File: src/rtl/ist_pkg.sv
// Shared types, codes and character classes for the identifier symbol table.
// Used by the controller, the datapath and the top level; depends on nothing.
`timescale 1ns / 1ps

package ist_pkg;

  localparam int SUM_W   = 16;
  localparam int LEN_W   = 8;
  localparam int CHAR_W  = 8;
  localparam int MAXL_W  = 6;
  localparam int STAT_W  = 3;
  localparam int IDX_W   = 10;
  localparam int HASH_W  = 7;
  localparam logic [LEN_W-1:0]  LEN_SAT      = 8'd255;
  localparam logic [MAXL_W-1:0] MAXLEN_RESET = 6'd12;

  typedef enum logic [1:0] {
    MODE_IDLE    = 2'd0,
    MODE_IDENT   = 2'd1,
    MODE_DIGIT   = 2'd2,
    MODE_ILLEGAL = 2'd3
  } mode_t;

  typedef enum logic [STAT_W-1:0] {
    ST_ENTERED  = 3'd0,
    ST_EXISTED  = 3'd1,
    ST_ILLEGAL  = 3'd2,
    ST_DIGIT    = 3'd3,
    ST_TOO_LONG = 3'd4,
    ST_OVERFLOW = 3'd5
  } res_t;

  // Controller to datapath
  typedef struct packed {
    logic char_accept;
    logic div_start;
    logic div_step;
    logic clear_step;
    logic term_write;
    logic head_read;
    logic e_load_head;
    logic e_load_link;
    logic ent_read;
    logic cmp_clear;
    logic cmp_read;
    logic cmp_next;
    logic insert;
    logic load_out;
    res_t res;
  } cmd_t;

  // Datapath to controller
  typedef struct packed {
    logic  finishes;
    logic  clear_last;
    logic  div_last;
    mode_t mode;
    logic  too_long;
    logic  no_room;
    logic  head_valid;
    logic  e_in_range;
    logic  byte_eq;
    logic  cmp_last;
    logic  link_valid;
    logic  table_full;
    logic  out_free;
  } sts_t;

  function automatic logic is_letter(input logic [CHAR_W-1:0] c);
    return (c >= 8'h61 && c <= 8'h7a) || (c >= 8'h41 && c <= 8'h5a) || c == 8'h5f;
  endfunction

  function automatic logic is_digit(input logic [CHAR_W-1:0] c);
    return c >= 8'h30 && c <= 8'h39;
  endfunction

  function automatic logic is_sep(input logic [CHAR_W-1:0] c);
    return c == 8'h2e || c == 8'h2c || c == 8'h3b || c == 8'h3a || c == 8'h3f ||
           c == 8'h21 || c == 8'h09 || c == 8'h0a || c == 8'h20;
  endfunction

endpackage

File: src/rtl/ist_ctrl.sv
// Controller of the symbol table: sequences clearing, hashing, chain walk,
// compare, insert and result hand-over. Uses ist_pkg command/status types.
`timescale 1ns / 1ps

module ist_ctrl import ist_pkg::*; (
  input  logic clk,
  input  logic rst,
  input  logic in_valid,
  output logic in_stall,
  input  sts_t sts,
  output cmd_t cmd
);

  typedef enum logic [3:0] {
    S_CLEAR, S_IDLE, S_DIV, S_CHECK, S_HEAD, S_ENT_RD, S_ENT_WAIT,
    S_CMP_RD, S_CMP_CHK, S_NOTFOUND, S_DONE
  } state_t;

  state_t state, state_next;
  res_t   res, res_next;

  // Hold state and the result code
  always_ff @(posedge clk) begin
    if (rst) begin
      state <= S_CLEAR;
      res   <= ST_ENTERED;
    end else begin
      state <= state_next;
      res   <= res_next;
    end
  end

  assign in_stall = (state != S_IDLE);

  // Decode commands and next state
  always_comb begin
    cmd        = '0;
    cmd.res    = res;
    state_next = state;
    res_next   = res;
    unique case (state)
      S_CLEAR: begin
        cmd.clear_step = 1'b1;
        if (sts.clear_last) begin
          state_next = S_IDLE;
        end
      end
      S_IDLE: begin
        cmd.char_accept = in_valid;
        if (in_valid && sts.finishes) begin
          cmd.div_start = 1'b1;
          state_next    = S_DIV;
        end
      end
      S_DIV: begin
        cmd.div_step = 1'b1;
        if (sts.div_last) begin
          state_next = S_CHECK;
        end
      end
      S_CHECK: begin
        priority if (sts.mode == MODE_ILLEGAL) begin
          res_next   = ST_ILLEGAL;
          state_next = S_DONE;
        end else if (sts.mode == MODE_DIGIT) begin
          res_next   = ST_DIGIT;
          state_next = S_DONE;
        end else if (sts.too_long) begin
          res_next   = ST_TOO_LONG;
          state_next = S_DONE;
        end else if (sts.no_room) begin
          res_next   = ST_OVERFLOW;
          state_next = S_DONE;
        end else begin
          cmd.term_write = 1'b1;
          cmd.head_read  = 1'b1;
          state_next     = S_HEAD;
        end
      end
      S_HEAD: begin
        if (sts.head_valid) begin
          cmd.e_load_head = 1'b1;
          state_next      = S_ENT_RD;
        end else begin
          state_next = S_NOTFOUND;
        end
      end
      S_ENT_RD: begin
        if (sts.e_in_range) begin
          cmd.ent_read  = 1'b1;
          cmd.cmp_clear = 1'b1;
          state_next    = S_ENT_WAIT;
        end else begin
          state_next = S_NOTFOUND;
        end
      end
      S_ENT_WAIT: begin
        state_next = S_CMP_RD;
      end
      S_CMP_RD: begin
        cmd.cmp_read = 1'b1;
        state_next   = S_CMP_CHK;
      end
      S_CMP_CHK: begin
        priority if (sts.byte_eq && sts.cmp_last) begin
          res_next   = ST_EXISTED;
          state_next = S_DONE;
        end else if (sts.byte_eq) begin
          cmd.cmp_next = 1'b1;
          state_next   = S_CMP_RD;
        end else if (sts.link_valid) begin
          cmd.e_load_link = 1'b1;
          state_next      = S_ENT_RD;
        end else begin
          state_next = S_NOTFOUND;
        end
      end
      S_NOTFOUND: begin
        if (sts.table_full) begin
          res_next = ST_OVERFLOW;
        end else begin
          cmd.insert = 1'b1;
          res_next   = ST_ENTERED;
        end
        state_next = S_DONE;
      end
      S_DONE: begin
        if (sts.out_free) begin
          cmd.load_out = 1'b1;
          state_next   = S_IDLE;
        end
      end
      default: state_next = S_IDLE;
    endcase
  end

endmodule

File: config.mk
export PLATFORM = sky130hd
export DESIGN_NAME = ist_ctrl
export DESIGN_NICKNAME = d
export VERILOG_FILES = /design/src/rtl/ist_pkg.sv /design/src/rtl/ist_ctrl.sv
export SDC_FILE = /design/constraint.sdc
export NUM_CORES = 1
export LEC_CHECK = 0
export ABC_AREA = 1
export BUFFER_PORTS_ARGS = -buffer_cell sky130_fd_sc_hd__buf_2
export CORE_MARGIN = 4
export CORE_UTILIZATION = 39
export CTS_CLUSTER_DIAMETER = 40
export DETAILED_ROUTE_END_ITERATION = 16
export PLACE_DENSITY = 0.73
export SYNTH_ARGS = -nofsm -noshare
export SYNTH_HDL_FRONTEND = slang
export SYNTH_SLANG_ARGS = --single-unit
File: constraint.sdc
create_clock -name clk -period 1.3 [get_ports clk]
set_clock_uncertainty 0.15 [all_clocks]
set_input_delay 0.26 -clock clk [delete_from_list [all_inputs] [get_ports clk]]
set_output_delay 0.26 -clock clk [all_outputs]
set_load 0.01 [all_outputs]
# Word level (Yosys, flattened, before mapping)
# Cells that the tools add are included.
# Widths: inputs -> output; s select.
# totals
out_inout_bits	18
regBits	7
inputBits	17
word_cells	73
# op_classes
n_eq_ne	19
muxes	46
n_reduce_logical	6
# op_table
cell	n
$mux 4	13
$pmux 4 s11	1
$mux 3	6
$mux 1	17
$eq 4x3->1 const B	4
$mux 2	8
$eq 4x4->1 const B	3
$ne 2x2->1 const B	5
$pmux 3 s3	1
$eq 4x2->1 const B	2
$ne 5x5->1 const B	1
$eq 2x2->1 const B	2
$eq 4x1->1 const B	1
$logic_not 4->1	1
$ne 4x1->1 const B	1
$reduce_and 4->1	1
$reduce_and 3->1	1
$reduce_bool 3->1	1
$logic_and 1x1->1	2

# Logic depth before layout (Yosys ltp)
# logic_depth
depth_word	5
ltp_mapped	9
depth_no_buf	9

# Worst setup path after synthesis
# No wires, ideal clock.
# synth_path
kind	register to output
start	register state[3]
end	output port cmd[12] (netlist bit)
path_buffers	1
setup_slack_ns	-0.240
t_required_ns	0.890
stages_incl_launch_ff	5
t_arrival_ns	1.130
cell_sequence	dfxtp_1 nor2_1 nand3_1 nor2_1 buf_4
# synth_rtl
element	line	text
from (decl)	ist_ctrl.sv:19	state_t state, state_next;
from (signal assigned)	ist_ctrl.sv:28	state <= state_next;
to (decl)	ist_ctrl.sv:11	output cmd_t cmd

==> results.json <==
{
  "outcome": "complete, but fails checks",
  "violations": "negative setup slack",
  "clk_pin_slew_ps": 60,
  "rsz0062_at_grt": "true",
  "startpoint_type": "flip-flop",
  "cp_max_fo": 6,
  "areaGrowthSynthToFinish_pct": 100,
  "synth_top_area_share": 0.209,
  "ys_seq_area_frac": 0.209,
  "first_pass_iters": 4,
  "drtIter0Drc": 50,
  "avgRoutedWirePerCell_um": 14.8,
  "dp_slack_ps": -216,
  "synth_area_leaders": "dfxtp_1, nand2_1, nor2_1",
  "postSynthCellCount": 120,
  "die_h_um": 49.5,
  "grt_max_degree": 9,
  "antenna_found_initial": 0,
  "synthArstFlopShare": 0,
  "postSynthAreaPerCell_um2": 5.59,
  "powerDensity_nw_per_um2": 1470,
  "dp_cells": 180,
  "grt_pass1_vias": 930,
  "holdCritPathClass": "in2reg",
  "postRouteAntennaNets": 0,
  "setup_viol": 22,
  "final_cells": 199,
  "yosys-top-cells-count": "nand2_1, nor2_1, inv_1",
  "die_area_um2": 2450,
  "initial_core_util": 0.430,
  "gp_congestion": 0.893,
  "clock_sinks": 7,
  "crit_path_end_kind": "output pin",
  "setup_ws_ps": -421,
  "synth_most_common_cell": "nand2_1",
  "dp_hpwl_um": 1700,
  "hold_viol": 0,
  "drv_cap": 0,
  "fmax_mhz": 581,
  "path_class": "reg2out",
  "coreArea_um2": 1560,
  "relSlewSlack": 0.804,
  "ctsHoldBuffers": 0,
  "p_leak_nw": 0.671,
  "synth-edff-count": 0,
  "clock_latency_ps": 260,
  "routed_wirelength_um": 2940,
  "grt_pass1_wl_um": 3950,
  "vias_per_cell": 5.28,
  "grt_overflow": 0,
  "cts_root_buffer": "clkbuf_4",
  "diodes": 0,
  "htree_num_levels": 1,
  "fin_crit_sh": 1.32,
  "worstPathRequired_ps": 890,
  "portBuffers": 34,
  "postSynthNetCount": 137,
  "ys.flop_type": "dfxtp_1",
  "num_io_pins": 35,
  "ir_worst_vdd_mv": 0.854,
  "slew_violations": 0,
  "track_usage": 0.204,
  "yosys_warnings": 0,
  "drc": 0,
  "tightest_slew_ps": 291,
  "num_rows": 14,
  "cts_tree": "built",
  "finalCriticalPeriod_ps": 1720,
  "ys_types": 18,
  "drive_above_1_share": 0.607,
  "synth_area_um2": 671,
  "cp.arrival_ps": 1310,
  "layout.nets": 201,
  "vias": 1050,
  "ys_ff_latch": 7,
  "synth_largest_area_cell": "dfxtp_1",
  "cts_max_path_buffers": 2,
  "die_x_um": 49.5,
  "cts_buffers": 3
}
## per-layer routing
metal | vias to the layer above | GRT usage | part of all wire
met1 | 486 | 0.230 | 0.40
met5 | - | 0 | 0
met4 | 0 | 0.0645 | 0.019
met2 | 48 | 0.400 | 0.53
met3 | 8 | 0.0151 | 0.057
li1 | 508 | - | -
## cells by family after synthesis
logic type	share of synthesized area
AO/OA/AOI/OAI	0.104
flip-flops	0.209
AND/OR/NAND/NOR	0.552
buffers and inverters	0.134
## placed cells by master, fill, tap and decap left out, types with 4 or more instances in the layout
cell type / n
nor2_2: 4
nor2_4: 11
nand2_1: 20
nor2_1: 15
nand3_1: 8
nand2_2: 6
dfxtp_4: 4
buf_6: 12
buf_2: 29
nand2_4: 6
inv_1: 12
buf_4: 21
nand3_2: 4
## metrics by stage
stage,setup TNS [ps],area (um^2),util,hold WS [ps],total power [mW]
floorplan,-171,732,-,172,0.962
global placement,-2390,990,0.635,306,1.25
detailed placement,-2900,990,0.635,308,1.26
CTS,-5150,1180,0.759,83.1,1.67
global route,-7700,1340,0.860,92.3,2.10
finish,-6460,1340,0.860,92.8,1.97
## state kept, by name, indices dropped and copies added (netlist names)
register / flops
state: 4
res: 3
## path summary, 6_finish.rpt
check / startpoint / to / slack (ps) / depth (start not counted)
setup / recovery: state[0] / cmd[8] / -420 / 5
hold / removal: rst / state[1] / 90 / 2
setup reg to reg: state[0] / res[2] / -270 / 9
hold reg to reg: res[1] / res[1] / 320 / 2
## power by group
| part | leakage [nW] | internal (mW) | switching [mW] |
|---|---|---|---|
| Clock | 0.0150 | 0.118 | 0.0940 |
| Sequential | 0.0598 | 0.285 | 0.104 |
| Combinational | 0.596 | 0.632 | 0.735 |
## worst max-delay path, stage by stage, from the launching register on
cell,delay [ps]
dfxtp_4,390
inv_6,50
nor2_4,220
nand2_2,110
nor2_4,160
buf_6,120
## timing repair
item / 4_1_cts / 5_1_grt
resized for setup: 32 / 27
cloned: 0 / 0
buffers inserted: 8 / 10
endpoints found under the setup margin: 22 / 22
pin swaps: 8 / 18
## layout make-up
type / count / area, um^2
Inverter: 17 / 76.3
Sequential cell: 7 / 155
Fill cell: 95 / 218
Tap cell: 16 / 20.0
Timing Repair Buffer: 62 / 438
Multi-Input combinational cell: 93 / 626
Clock buffer: 4 / 26.3
Power figures use the tool's default switching activity.
